### src/hdl/upa_div_cell.sv
`timescale 1ns / 1ps

// One restoring division step per lane: bring down numerator bit BIT.
module upa_div_cell #(
    parameter int NW     = 48,
    parameter int DW     = 32,
    parameter int BIT    = 0,
    parameter int LANES  = 1,
    parameter int SIDE_W = 1
) (
    input  logic                         aclk,
    input  logic                         aresetn,
    input  logic                         en,
    input  logic                         in_valid,
    input  logic [DW-1:0]                in_d,
    input  logic [LANES-1:0][NW-1:0]     in_n,
    input  logic [LANES-1:0][DW-1:0]     in_rem,
    input  logic [LANES-1:0][NW-1:0]     in_q,
    input  logic [SIDE_W-1:0]            in_side,
    output logic                         out_valid,
    output logic [DW-1:0]                out_d,
    output logic [LANES-1:0][NW-1:0]     out_n,
    output logic [LANES-1:0][DW-1:0]     out_rem,
    output logic [LANES-1:0][NW-1:0]     out_q,
    output logic [SIDE_W-1:0]            out_side
);

    logic                     valid_reg;
    logic [DW-1:0]            d_reg;
    logic [LANES-1:0][NW-1:0] n_reg;
    logic [LANES-1:0][DW-1:0] rem_reg;
    logic [LANES-1:0][DW-1:0] rem_next;
    logic [LANES-1:0][NW-1:0] q_reg;
    logic [LANES-1:0][NW-1:0] q_next;
    logic [SIDE_W-1:0]        side_reg;
    logic [LANES-1:0][DW:0]   trial;
    logic [LANES-1:0][DW:0]   diff;

    always_comb begin
        for (int l = 0; l < LANES; l++) begin
            trial[l]  = {in_rem[l], in_n[l][BIT]};
            diff[l]   = trial[l] - {1'b0, in_d};
            q_next[l] = in_q[l];
            if (trial[l] >= {1'b0, in_d}) begin
                rem_next[l]    = diff[l][DW-1:0];
                q_next[l][BIT] = 1'b1;
            end else begin
                rem_next[l] = trial[l][DW-1:0];
            end
        end
    end

    always_ff @(posedge aclk) begin
        if (!aresetn) begin
            valid_reg <= 1'b0;
        end else if (en) begin
            valid_reg <= in_valid;
        end
    end

    always_ff @(posedge aclk) begin
        if (en) begin
            d_reg    <= in_d;
            n_reg    <= in_n;
            rem_reg  <= rem_next;
            q_reg    <= q_next;
            side_reg <= in_side;
        end
    end

    assign out_valid = valid_reg;
    assign out_d     = d_reg;
    assign out_n     = n_reg;
    assign out_rem   = rem_reg;
    assign out_q     = q_reg;
    assign out_side  = side_reg;

endmodule

### config.mk
export PLATFORM = sky130hd
export DESIGN_NAME = upa_div_cell
export DESIGN_NICKNAME = d
export VERILOG_FILES = /design/src/hdl/upa_div_cell.sv
export SDC_FILE = /design/constraint.sdc
export NUM_CORES = 1
export LEC_CHECK = 0
export ABC_AREA = 1
export BUFFER_PORTS_ARGS = -buffer_cell sky130_fd_sc_hd__buf_2
export CAP_MARGIN = 20
export CORE_UTILIZATION = 30
export DETAILED_ROUTE_END_ITERATION = 12
export SETUP_SLACK_MARGIN = 0.3
export SLEW_MARGIN = 20
export SYNTH_ARGS = -nofsm -noshare
export SYNTH_HDL_FRONTEND = slang
export SYNTH_SLANG_ARGS = --single-unit
export TNS_END_PERCENT = 20
### constraint.sdc
create_clock -name aclk -period 2.12 [get_ports aclk]
set_input_delay 0.212 -clock aclk [delete_from_list [all_inputs] [get_ports aclk]]
set_output_delay 0.212 -clock aclk [all_outputs]
set_load 0.1 [all_outputs]
==> results.md <==
* Status: finished clean
* CTS tree: built
* Die height at 164.5 um
* Synth warn at 0
* Worst skew pair latency at ~0.44 ns
* Slowest-stage cell, CP: ha_1
* Reg2Reg Depth at 2
* Fmax at 557.5 MHz
* Antenna violations before repair at 3
* Pin count of the biggest net entering global routing at 47
* # clock sinks at 162
* Core area at 0.02598 sq mm
* Syn nets at roughly 1.0k
* Final Slew Violations at 0
* Hold Path Stages at 3
* Vias in the first global route at 7257
* Commonest cells post-synth: nand2_1 (297), edfxtp_1 (161), inv_1 (148), nor2_1 (38), nand3_1 (35)
* Area leader, netlist: edfxtp_1
* Worst r2r src: out_valid
* Period utilisation layout at 84.61%
* Crit path launch: in_d[7]
* Worst-path clk slew at 0.08 ns
* CP max FO at 4
* Grt total ovfl at 0
* Fin util at 48.70%
* Critical path arrival at slightly below 2 ns
* Tmin final at ~1.8 ns
* Iter 0 DRT Violations at 545
* Final hold vios at 0
* Kind of cell adding the most delay to the critical path: buffers and inverters
* Clk_skew at 0 ns
* Mapped cell area at around 0.0079 sq mm
* Unrepaired setup endpoints after global routing: true
* Dominant synthesized flop cell: edfxtp_1
* Min-Delay Path Class: in2reg
* HP Start: aresetn
* PD cells at 887.6 mW/mm^2
* Die ar. at 0.02705 sq mm
* CP Data Required Time at 2.31 ns
* CP dominant cell by count: nand2_1
* Drt via density at 4.305
* Starting Density at 30.48%
* Area grow syn2layout at 59.79%
* Pleak at ~6.3 nW
* Synthesized instance count at a little over 800
* WL final at about 27000 um
* Reg2Reg Setup Slack at 1.45 ns
* Detailed Place HPWL at just over 20000 um
* TritonCTS Buffers at 17
* I/O Buffers at 326
* CTS Root Cell: clkbuf_16
* Fin nets at around 1.6k
* Share of layout cells above drive strength 1 at 36.19%
* Routed wire length per instance at about 16 um
* Routability cong. at roughly 0.85
* Worst r2r dst: out_valid
* WHS Endpoint: out_valid
* Max-cap violations at 0
* DRC errors left at 0
* Post-DP Area at approximately 0.011 sq mm
* Vias at 7371
* Synthesized area per cell at approximately 10 sq um
* Most numerous cell in the Yosys netlist: nand2_1
* Tightest Pin Transition at 0.5421 ns
* Register bit total from synthesis at 162
* H-Tree Depth at 4
* Final setup vio count at 0
* Slowest stage delay, CP at ~0.36 ns
* Longest Clk Path Bufs at 2
* Yosys cell types at 26
* Overall Global Routing Usage at between 10% and 20%
* Async set-reset flop share out of synthesis at 0%
* Critical Path Start Type: input pin
* Crit end category: flop
* Synth top area share at 61.04%
* Row Count at 59
* Die Width at roughly 160 um
* Kind of critical path: in2reg
* EDFF count, synth at about 160
* Setup_tns at 0 ns
* Pre-antenna DRT Iters at 5
* Sequential-to-total area share from yosys stat at 61.30%
* Worst hold slack at 0.02972 ns
* Worst vdd ir at 0.0008170 V
* Antenna viol nets, final at 0
* Slew margin rel. at 64.11%
* Worst path cell trace: buf_2 > inv_1 > ha_1 > nand2_1 > buf_4 > inv_1 > nand2_1 > nand2_1 > a21oi_2 > nand2_2 > buf_4 > buf_4 > xor2_1 > nand2_1 > nand2_1
* First-pass GRT wire length at slightly below 40000 um
* I/O pins at about 330
* WP buf/inv at 6
* Final non-filler cell area at 0.01266 sq mm
* Area contributors post-synth: edfxtp_1 (61%), nand2_1 (14%), inv_1 (7.0%), ha_1 (5.1%), nand3_1 (2.2%)
worst max-delay path by stage:
stage,depth (start not counted),to,slack (ns)
6_report,15,out_rem[12],0.33
5_1_grt,15,out_rem[12],0.24
4_1_cts,14,out_rem[28],0.28
3_5_place_dp,14,out_rem[28],-0.26
3_3_place_gp,14,out_rem[28],-0.25
2_1_floorplan,13,out_rem[16],0.31
state kept, by name, indices dropped and copies added, names as in the netlist:
signal,count
out_side,1
out_n,48
out_q,48
out_valid,1
out_d,32
out_rem,32
cells in the final DEF (no fill, tap or decap), types with 6 or more instances in the layout:
cell           netlist  layout
nand3b_1            11      11
dlygate4sd3_1        0     127
clkbuf_16            0      17
nor2_2               2       9
nand2_1            297     292
nand2_2             14      19
and2_1               8       8
nand3_1             35      33
ha_1                32      22
xor2_1              13      13
buf_4                3      79
clkinv_8             0       6
buf_2                1     325
a21oi_1             22      20
nor2_1              38      31
inv_1              148     147
edfxtp_1           161     161
per-stage QoR:
stage                     total power, W  worst slack (ns)  instances
after floorplan                 0.006846            0.3114        814
after global placement          0.007801           -0.2461       1551
after detailed placement        0.007818           -0.2594       1551
after CTS                        0.01127            0.2757       1710
after global routing             0.01165            0.2404       1711
final                            0.01123            0.3262       1712
metal layers:
layer | GRT usage, % | up-vias | routed length (um)
li1 | - | 3698 | -
met1 | 22.78 | 3387 | 11130
met2 | 35.63 | 245 | 13920
met3 | 4.219 | 37 | 1763
met4 | 6.422 | 4 | 648
met5 | 0 | - | 27
kinds of logic (layout without fill, tap and decap cells):
family | count (synthesis) | after routing | share of synthesized area, %
and+or+nand+nor | 419 | 419 | 22.10
other | 0 | 1 | 0
adders and majority gates | 33 | 33 | 5.308
xor gates and xnor gates | 14 | 14 | 1.548
AOI/OAI and AO/OA | 27 | 27 | 1.769
buffers and inverters | 159 | 721 | 7.978
DFF | 162 | 162 | 61.30
report_power, final:
part / internal (W) / switching, W
Combinational: 0.000940 / 0.00309
Sequential: 0.00387 / 0.0000864
Clock: 0.00163 / 0.00162
timing repair:
action | in CTS | in global routing
buffers inserted | 0 | 1
endpoints found under the setup margin | 5 | 33
pin swaps | 0 | 1
resized for setup | 2 | 31
hold buffers | 127 | 0
endpoints found under the hold margin | 127 | 0
tightest hold or removal path: cells and delay by family:
family          cells  cell delay, ns
compound gates      2            0.12
buf+inv             1            0.10
cell type report:
cell class              instances  area (sq um)
fillers                      2463         13330
multi-input cells             493          2584
flip-flops and latches        162          4855
inverters                     152         570.5
repair buffers                537          3602
well taps                     335         419.2
clock buffers                  17         425.4
diodes                          1         2.502
clock inverters                15         197.7
(Power assumes the default switching activity.)
