`src/hdl/upa_mul_cell.sv`:
```
`timescale 1ns / 1ps

// One shift-add step per lane: fold in bit BIT of the multiplier.
module upa_mul_cell #(
    parameter int AW     = 32,
    parameter int BW     = 32,
    parameter int BIT    = 0,
    parameter int LANES  = 1,
    parameter int SIDE_W = 1
) (
    input  logic                              aclk,
    input  logic                              aresetn,
    input  logic                              en,
    input  logic                              in_valid,
    input  logic [LANES-1:0][AW-1:0]          in_a,
    input  logic [LANES-1:0][BW-1:0]          in_b,
    input  logic [LANES-1:0][AW+BW-1:0]       in_acc,
    input  logic [SIDE_W-1:0]                 in_side,
    output logic                              out_valid,
    output logic [LANES-1:0][AW-1:0]          out_a,
    output logic [LANES-1:0][BW-1:0]          out_b,
    output logic [LANES-1:0][AW+BW-1:0]       out_acc,
    output logic [SIDE_W-1:0]                 out_side
);

    logic                        valid_reg;
    logic [LANES-1:0][AW-1:0]    a_reg;
    logic [LANES-1:0][BW-1:0]    b_reg;
    logic [LANES-1:0][AW+BW-1:0] acc_reg;
    logic [LANES-1:0][AW+BW-1:0] acc_next;
    logic [SIDE_W-1:0]           side_reg;

    always_comb begin
        for (int l = 0; l < LANES; l++) begin
            acc_next[l] = in_acc[l];
            if (in_b[l][BIT]) begin
                acc_next[l] = in_acc[l] + ((AW+BW)'(in_a[l]) << BIT);
            end
        end
    end

    always_ff @(posedge aclk) begin
        if (!aresetn) begin
            valid_reg <= 1'b0;
        end else if (en) begin
            valid_reg <= in_valid;
        end
    end

    always_ff @(posedge aclk) begin
        if (en) begin
            a_reg    <= in_a;
            b_reg    <= in_b;
            acc_reg  <= acc_next;
            side_reg <= in_side;
        end
    end

    assign out_valid = valid_reg;
    assign out_a     = a_reg;
    assign out_b     = b_reg;
    assign out_acc   = acc_reg;
    assign out_side  = side_reg;

endmodule

```
`config.mk`:
```
export PLATFORM = sky130hd
export DESIGN_NAME = upa_mul_cell
export DESIGN_NICKNAME = d
export VERILOG_FILES = /design/src/hdl/upa_mul_cell.sv
export SDC_FILE = /design/constraint.sdc
export NUM_CORES = 1
export LEC_CHECK = 0
export ABC_CLOCK_PERIOD_IN_PS = 3600
export BUFFER_PORTS_ARGS = -buffer_cell sky130_fd_sc_hd__buf_4
export CAP_MARGIN = 10
export CORE_MARGIN = 2
export CORE_UTILIZATION = 49
export DETAILED_ROUTE_END_ITERATION = 16
export PLACE_DENSITY = 0.9
export SYNTH_ARGS = -nofsm -noshare
export SYNTH_HDL_FRONTEND = slang
export SYNTH_SLANG_ARGS = --single-unit
```
`constraint.sdc`:
```
create_clock -name aclk -period 3.6 [get_ports aclk]
set_clock_uncertainty 0.15 [all_clocks]
set_input_delay 0.72 -clock aclk [delete_from_list [all_inputs] [get_ports aclk]]
set_output_delay 0.72 -clock aclk [all_outputs]
set_load 0.005 [all_outputs]
```
==> results of run 1 <==
==> logic make-up (layout without fill, tap and decap cells) <==
| logic type | Yosys count | after routing | synth area share |
|---|---|---|---|
| AND/OR/NAND/NOR | 126 | 126 | 0.0974 |
| flip-flops | 130 | 130 | 0.576 |
| AO/OA/AOI/OAI | 104 | 104 | 0.114 |
| adder cells (fa/ha/maj) | 33 | 33 | 0.0622 |
| buffers and inverters | 25 | 313 | 0.0193 |
| multiplexers | 30 | 30 | 0.0504 |
| XOR/XNOR | 62 | 62 | 0.0804 |
==> where the power goes <==
part           switching (mW)  total, mW  leakage, nW  internal, mW
Sequential             0.0476       1.88         1.27          1.83
Combinational           0.431      0.904         2.52         0.473
Clock                   0.654       1.67        0.260          1.01
==> cells in the final DEF (no fill, tap or decap), types with 5 or more instances in the layout <==
| master | n |
|---|---|
| ha_1 | 32 |
| inv_1 | 5 |
| nor3_1 | 5 |
| edfxtp_1 | 129 |
| and3_1 | 18 |
| clkinvlp_4 | 5 |
| a31oi_1 | 5 |
| mux2_2 | 28 |
| o21ai_0 | 9 |
| xnor2_1 | 50 |
| nand3_1 | 25 |
| a21o_1 | 24 |
| nor2_1 | 18 |
| xor2_1 | 12 |
| a21oi_1 | 27 |
| nand4_1 | 21 |
| and2_1 | 5 |
| buf_4 | 276 |
| nand2_1 | 23 |
| clkbuf_16 | 17 |
==> how the worst min path moves through the flow <==
stage | slack (ns) | cells after the start | from | to
finish | 0.33 | 1 | in_b[31] | out_b[31]
global route | 0.31 | 1 | in_b[23] | out_b[23]
CTS | 0.31 | 1 | in_b[31] | out_b[31]
detailed placement | 0.38 | 2 | out_valid | out_valid
global placement | 0.35 | 2 | out_valid | out_valid
floorplan | 0.36 | 2 | out_valid | out_valid
==> layer usage <==
metal | vias to the layer above | wire length, um
li1 | 2530 | -
met1 | 2667 | 6870
met2 | 380 | 10100
met3 | 75 | 1890
met4 | 0 | 899
met5 | - | 0
==> flip-flops by register name, indices dropped and copies added (netlist names) <==
signal     cells
out_a         32
out_acc       64
out_b         32
out_side       1
out_valid      1
==> per-stage QoR <==
step	std cells	util	area [um^2]	setup WS [ns]	power [mW]
CTS	974	0.713	9520	0.311	4.47
global route	974	0.713	9520	0.153	4.61
finish	974	0.713	9520	0.286	4.45
floorplan	510	-	6760	0.194	2.31
detailed placement	943	0.671	8960	-0.107	2.80
global placement	943	0.671	8960	-0.0417	2.76
==> worst register-to-register path: cells and delay by family (launching register included) <==
kind	cells	cell delay [ns]
flops	1	0.32
mux	1	0.12
simple gates	1	0.06
==> cell type report <==
cell class                      instances  area [um^2]  area share
Tap cell                              176          220      0.0231
Multi-Input combinational cell        355         2730       0.287
Clock inverter                         13          136      0.0143
Clock buffer                           18          429      0.0451
Sequential cell                       130         3890       0.409
Inverter                                5         18.8     0.00197
Timing Repair Buffer                  277         2090       0.220
==> results by group, run 1 <==
Run status
  • Status: finished, final reports clean

Power
  • Pleak: 4.05 nW
  • Power per cell area: 468 nW/um^2
  • VDD IR-drop max: 0.266 mV

Hold path
  • Hold Crit Class: in -> reg

STA
  • Slew headroom: 0.451
  • F_max: 302 MHz
  • Number of max-slew violations in the final report: 0
  • RSZ-0062 raised after global routing: no
  • Final Hold Fails: 0
  • Tcrit/Tclk final: 0.921
  • Clock period minus worst slack: 3.31 ns
  • # setup viols final: 0
  • Hold Slack: 0.327 ns
  • Slew at the pin closest to its max-slew limit: 0.817 ns
  • Setup TNS: 0 ns

Worst setup path
  • Delay-heaviest family, CP: compound AO/OA/AOI/OAI gates
  • Worst-case reg-to-reg path depth: 2
  • Critical path cell sequence: buf_4, ha_1, fa_1, a211o_1, a211oi_2, o21ai_2, a41o_4, a211oi_2, o21ai_1, xor2_1, mux2_2
  • R2R setup slack: 2.85 ns
  • Stages on the worst setup path: 11
  • Critical path type: in -> reg
  • Req. time, crit path: 3.61 ns
  • Crit path to: out_acc[30]
  • Most frequent CP cell: a211oi_2
  • Worst r2r dst: out_valid
  • Worst path max stage delay: 0.45 ns
  • Slowest-stage cell, CP: fa_1
  • Critical Path Sink Type: flop
  • Crit path DAT: 3.33 ns
  • Worst reg2reg path startpoint: out_valid
  • Bufs and invs on worst path: 1
  • Startpoint Class: input port
  • Peak fanout along the critical path: 4
  • Crit. Startpoint: in_a[0]

GRT
  • Global route total overflow: 0
  • Vias in the first global route: 5548
  • Initial antenna violation count: 0
  • Met3 usage: 0.0785
  • M2 GR Usage: 0.469
  • First-pass GRT wire length: 29.5 mm
  • Busiest grt layer: met2
  • Largest net degree at the start of global routing: 71
  • Tot GR Track Use: 0.266
  • Met1 Use GR: 0.292

Logic synthesis
  • Post-synth net total: 676
  • Netlist cell types: 55
  • Area share of the largest cell type after synthesis: 0.573
  • Most common flop cell mapped by yosys: edfxtp_1
  • Largest area contributor in the netlist: edfxtp_1
  • Yosys reg bits: 130
  • Seq/Total Area, Yosys: 0.576
  • Mapped Avg Cell Area: 13.2 um^2
  • Area contributors post-synth: edfxtp_1, xnor2_1, ha_1
  • Most frequent cell after synthesis: edfxtp_1
  • Mapped Cells: 510
  • Post-synth EDFFs: 129
  • Synth Cell Area: 6760 um^2
  • Post-synth top cells: edfxtp_1, xnor2_1, ha_1
  • Yosys warns: 0
  • Async set or reset register ratio after synthesis: 0

Placement
  • Post-DP HPWL: 14.6 mm
  • Port Buffers: 262
  • Gpl congestion: 0.958

Route
  • Number of vias per cell: 5.80
  • Routed Wire Length: 19.8 mm
  • Post-route ant nets: 0
  • Via count: 5652
  • Drt drc: 0
  • Iter 0 DRT Violations: 547
  • Routed WL per cell: 20.3 um
  • DR pass1 iterations: 5

Final layout
  • Fraction of layout cells with a size suffix above 1: 0.432
  • # diodes: 0
  • NumNets Final: 952
  • Filler cells: 908
  • Area grow syn2layout: 40.9%

CTS
  • # hold bufs at CTS: 0
  • Post-CTS Resized: 0
  • CTS H-tree depth: 4
  • CTS tree: done
  • TritonCTS sink count: 130
  • Clk_lat worst skew: 0.42 ns
  • Post-CTS Setup Inserts: 0
  • Clk pin slew, worst setup/hold paths: 0.06 ns
  • CTS Buffer Depth: 2
  • Clock root buffer: clkbuf_16
  • CTS Buf Count: 17

Floorplanning
  • Overall die height: 121 um
  • Core Region: 13300 um^2
  • Io pins: 263
  • Die Wd: 121 um
  • Row cnt: 42
  • Die area: 14700 um^2
  • Starting Density: 0.506

Run
  • Max-Cap Viols: 0
No activity file was read; power rests on OpenSTA's default activity.
==> run 2, diff against run 1 <==
RECOVER_POWER = 50   (was unset)
==> run 2 against run 1 <==
The flow now finishes with violations (capacitance limit, slew limit). Sequential share of layout area rose by 0.57 points. Combinational power decreased by 2%. First-iteration DRC count grew 11%. Worst setup slack improved by 0.0080 ns. Critical path depth unchanged. Clock power is essentially flat. Via count is 0.50% lower. Sequential cell count unchanged. Global-route usage is the same. Largest cell class unchanged. Sequential power is essentially flat. Cell area shrank 1.4%. Worst hold slack improved by 0.023 ns.
==> results by group, run 2 (synthesis gave the netlist of run 1 again) <==
Worst setup path
  • Worst r2r dst: out_valid
  • Worst-case reg-to-reg path depth: 2
  • Worst reg2reg path startpoint: out_valid
  • Critical path type: in -> reg
  • Crit path DAT: 3.32 ns
  • Peak fanout along the critical path: 4
  • Req. time, crit path: 3.61 ns
  • R2R setup slack: 2.83 ns
  • Critical Path Sink Type: flop
  • Startpoint Class: input port

Final layout
  • Max FFs per register: 64
  • Area grow syn2layout: 39.0%
  • Commonest cells after routing, fill and taps aside: buf_4, edfxtp_1, xnor2_1, clkbuf_4, ha_1
  • Filler cells: 948
  • # diodes: 0
  • Fraction of layout cells with a size suffix above 1: 0.395
  • NumNets Final: 952
  • Leading cell type in the layout, fill and taps excluded: buf_4

Floorplanning
  • Die area: 14700 um^2
  • Io pins: 263
  • Overall die height: 121 um
  • Row cnt: 42
  • Starting Density: 0.506
  • Die Wd: 121 um
  • Core Region: 13300 um^2

STA
  • Clock period minus worst slack: 3.31 ns
  • Slew at the pin closest to its max-slew limit: 1.79 ns
  • Final Hold Fails: 0
  • RSZ-0062 raised after global routing: no
  • Slew headroom: -0.191
  • F_max: 302 MHz
  • PnR worst setup slack: 0.294 ns
  • Number of max-slew violations in the final report: 71
  • Tcrit/Tclk final: 0.918
  • # setup viols final: 0

CTS
  • Post-CTS Setup Inserts: 0
  • CTS H-tree depth: 4
  • CTS Buf Count: 17
  • CTS tree: done
  • Clk_lat worst skew: 0.42 ns
  • # hold bufs at CTS: 0
  • Clk pin slew, worst setup/hold paths: 0.06 ns
  • TritonCTS sink count: 130
  • CTS Buffer Depth: 2
  • Clock root buffer: clkbuf_16
  • Post-CTS Resized: 0

Route
  • Via count: 5624
  • Number of vias per cell: 5.77
  • Iter 0 DRT Violations: 609
  • DR pass1 iterations: 6
  • Post-route ant nets: 0
  • Routed WL per cell: 20.3 um
  • Routed Wire Length: 19.8 mm
  • Drt drc: 0

Placement
  • Worst slack at placement: -0.107 ns
  • Gpl congestion: 0.958
  • Port Buffers: 262
  • Post-DP HPWL: 14.6 mm

Hold path
  • Worst hold stages: 1
  • Hold Crit Class: in -> reg
  • Hold path start: in_b[31]
  • WHS Endpoint: out_b[31]

Run status
  • Status: finished with violations
  • Failing checks: capacitance limit, slew limit

GRT
  • First-pass GRT wire length: 29.5 mm
  • Largest net degree at the start of global routing: 71
  • Vias in the first global route: 5548
  • Tot GR Track Use: 0.266
  • Global route total overflow: 0
  • Initial antenna violation count: 0

Power
  • VDD IR-drop max: 0.266 mV
  • Pleak: 3.93 nW
  • Total Power: 4.44 mW
  • Power per cell area: 472 nW/um^2

Run
  • Max-Cap Viols: 1
-- run 2: cell types whose count changed in the layout (fill, tap and decap cells not counted), sizes merged --
cell,delta
buf,-67
clkbuf,+67
-- run 2: worst max-delay path by stage --
stage               slack (ns)  startpoint          end  cells past startpoint
global route              0.15     in_a[0]  out_acc[46]                     11
detailed placement       -0.11     in_a[0]  out_acc[22]                     11
finish                    0.29     in_a[0]  out_acc[30]                     11
floorplan                 0.19     in_a[0]  out_acc[30]                     10
CTS                       0.31     in_a[0]  out_acc[30]                     11
global placement         -0.04     in_a[0]  out_acc[30]                     11
-- run 2: per-stage QoR --
step	TNS (ns)	util	instances	instance area (um^2)	hold slack, ns
3_3_place_gp	-0.0729	0.671	943	8960	0.352
3_5_place_dp	-0.778	0.671	943	8960	0.378
2_1_floorplan	0	-	510	6760	0.357
4_1_cts	0	0.713	974	9520	0.311
5_1_grt	0	0.704	974	9390	0.331
6_report	0	0.704	974	9390	0.350
-- run 2: metal layers --
metal / part of all wire / up-vias / GRT usage
met4: 0.044 / 0 / 0.128
met1: 0.35 / 2656 / 0.292
met5: 0 / - / 0
met3: 0.089 / 76 / 0.0785
li1: - / 2530 / -
met2: 0.51 / 362 / 0.469
-- run 2: layout make-up --
class                           count  area (um^2)  share of cell area
Timing Repair Buffer              277         1960               0.209
Clock buffer                       18          429              0.0457
Tap cell                          176          220              0.0234
Sequential cell                   130         3890               0.415
Multi-Input combinational cell    355         2730               0.291
Clock inverter                     13          136              0.0145
Inverter                            5         18.8             0.00200
-- run 2: report_power, final --
group          internal [mW]  total, mW  switching, mW
registers               1.84       1.88         0.0476
logic                  0.455      0.886          0.431
clock network           1.01       1.67          0.655
-- run 2: critical path, stage by stage --
cell	delay (ns)
clkbuf_1	0.10
ha_1	0.26
fa_1	0.45
a211o_1	0.34
a211oi_2	0.28
o21ai_2	0.10
a41o_4	0.30
a211oi_2	0.23
o21ai_1	0.12
xor2_1	0.15
mux2_2	0.27
==> run 3, diff against run 2 <==
ABC_AREA = 1   (was unset)
CORE_UTILIZATION = 53   (was 49)
PLACE_DENSITY = 0.92   (was 0.9)
==> run 3 against run 2 <==
The run still ends with capacitance limit, slew limit left. First-iteration DRC count is 38% higher. Sequential cell count stayed put. Core utilization is 0.82 points higher. Worst setup slack better by 0.25 ns. Fmax is 8.3% higher. Sequential power hardly changed. Global-route usage is 4.8 points higher. Power is 2.9% higher. Critical path depth is 9 lower. Worst hold slack worse by 0.013 ns. Critical path type unchanged. Critical endpoint is now out_a[30]. Largest power group unchanged.
==> results by group, run 3 <==
CTS
  • Clk_lat worst skew: 0.43 ns
  • Clock root buffer: clkbuf_16
  • TritonCTS sink count: 130
  • # hold bufs at CTS: 0
  • CTS tree: done
  • Post-CTS Setup Inserts: 0
  • CTS H-tree depth: 4
  • Post-CTS Resized: 0
  • CTS Buffer Depth: 2
  • Clk pin slew, worst setup/hold paths: 0.06 ns
  • CTS Buf Count: 17

STA
  • F_max: 327 MHz
  • Slew headroom: -0.839
  • Final Hold Fails: 0
  • # setup viols final: 0
  • Setup TNS: 0 ns
  • Tcrit/Tclk final: 0.848
  • Slew at the pin closest to its max-slew limit: 2.76 ns
  • PnR worst setup slack: 0.547 ns
  • Clock period minus worst slack: 3.05 ns
  • Number of max-slew violations in the final report: 46
  • RSZ-0062 raised after global routing: no

Route
  • Via count: 8582
  • Met1 WL: 10.8 mm
  • Drt drc: 0
  • Routed WL per cell: 16.5 um
  • Metal2 WL: 13.0 mm
  • Post-route ant nets: 0
  • Iter 0 DRT Violations: 843
  • WL met3: 2.82 mm
  • Max layer used: met4
  • Routed Wire Length: 27.2 mm
  • Number of vias per cell: 5.21
  • DR pass1 iterations: 5

Logic synthesis
  • Area share of the largest cell type after synthesis: 0.453
  • Netlist cell types: 32
  • Most common flop cell mapped by yosys: edfxtp_1
  • Async set or reset register ratio after synthesis: 0
  • Post-synth top cells: nand2_1, inv_1, edfxtp_1
  • Yosys reg bits: 130
  • Post-synth EDFFs: 129
  • Mapped Cells: 1145
  • Seq/Total Area, Yosys: 0.455
  • Synth Cell Area: 8550 um^2
  • Mapped Avg Cell Area: 7.47 um^2
  • Area contributors post-synth: edfxtp_1, nand2_1, inv_1
  • Most frequent cell after synthesis: nand2_1
  • Post-synth net total: 1311
  • Largest area contributor in the netlist: edfxtp_1
  • Yosys warns: 0

Worst setup path
  • Slowest-stage cell, CP: clkbuf_1
  • Bufs and invs on worst path: 2
  • Req. time, crit path: 3.56 ns
  • Delay-heaviest family, CP: buffers and inverters
  • Critical path cell sequence: clkbuf_1, buf_12
  • Worst path max stage delay: 1.92 ns
  • Critical path type: in -> reg
  • Peak fanout along the critical path: 47
  • Critical Path Sink Type: flop
  • Crit path DAT: 3.01 ns
  • Startpoint Class: input port

Placement
  • Post-DP HPWL: 21.6 mm
  • Worst slack at placement: 0.517 ns
  • Port Buffers: 262
  • Gpl congestion: 0.968

Final layout
  • Filler cells: 1304
  • Commonest cells after routing, fill and taps aside: nand2_1, buf_4, inv_1, edfxtp_1, nor2_1
  • # diodes: 0
  • Area grow syn2layout: 31.7%
  • Leading cell type in the layout, fill and taps excluded: nand2_1
  • Max FFs per register: 64
  • Fraction of layout cells with a size suffix above 1: 0.240
  • NumNets Final: 1585

Floorplanning
  • Row cnt: 46
  • Io pins: 263
  • Starting Density: 0.540
  • Core Region: 15800 um^2
  • Die area: 17200 um^2
  • Overall die height: 131 um
  • Die Wd: 131 um

Run
  • Max-Cap Viols: 1

Hold path
  • Hold Crit Class: in -> reg

GRT
  • Global route total overflow: 0
  • Initial antenna violation count: 0
  • Vias in the first global route: 8060
  • Largest net degree at the start of global routing: 48
  • Tot GR Track Use: 0.314
  • First-pass GRT wire length: 40.9 mm

Power
  • VDD IR-drop max: 0.309 mV
  • Pleak: 5.68 nW
  • Total Power: 4.57 mW
  • Power per cell area: 405 nW/um^2

Run status
  • Status: finished with violations
  • Failing checks: capacitance limit, slew limit
## run 3: cell types whose count changed after synthesis, moves of 17 or more
cell and change:
nand2_1 +430, inv_1 +191, nor2_1 +62, nand3_1 +45, xnor2_1 -37, mux2_2 -28, nand2_2 +26, a21o_1 -23
and3_1 -17, nor2_2 +17
## run 3: worst paths after layout
| kind | from | to | slack, ns | depth (start not counted) |
|---|---|---|---|---|
| min | in_b[14] | out_b[14] | 0.34 | 1 |
| min reg2reg | out_valid | out_valid | 0.43 | 2 |
| max reg2reg | out_valid | out_valid | 2.66 | 2 |
| max | en | out_a[30] | 0.55 | 2 |
## run 3: per-layer routing
metal,global-route usage,vias to the layer above
met5,0,-
met4,0.0782,0
met3,0.0810,55
met2,0.533,490
met1,0.402,3876
li1,-,4161
## run 3: stage by stage
step           hold slack [ns]  cell area, um^2  std cells  utilization
6_report                 0.337            11300       1648        0.712
3_5_place_dp             0.414            10800       1616        0.682
3_3_place_gp             0.376            10800       1616        0.682
2_1_floorplan            0.375             8550       1145            -
5_1_grt                  0.326            11300       1648        0.712
4_1_cts                  0.306            11400       1648        0.718
## run 3: cell families (layout without fill, tap and decap cells)
kind of cell,count (synthesis),in the layout,synth area share
AOI/OAI and AO/OA,39,39,0.0234
DFF,130,130,0.455
buffers and inverters,217,504,0.0960
and+or+nand+nor,712,712,0.362
xor gates and xnor gates,14,14,0.0143
adders and majority gates,33,33,0.0492
## run 3: final cells by class
| type | count | area, um^2 | area share |
|---|---|---|---|
| inverter | 206 | 773 | 0.0686 |
| sequential | 130 | 3890 | 0.346 |
| tap | 216 | 270 | 0.0240 |
| clock buffer | 18 | 429 | 0.0381 |
| multi-input combinational | 798 | 3840 | 0.341 |
| clock inverter | 14 | 143 | 0.0127 |
| timing repair buffer | 266 | 1920 | 0.170 |
## run 3: power by group
group / switching, mW / total [mW] / leakage, nW / internal, mW
logic: 0.577 / 1.00 / 4.14 / 0.422
clock network: 0.733 / 1.70 / 0.264 / 0.969
registers: 0.0400 / 1.87 / 1.27 / 1.83
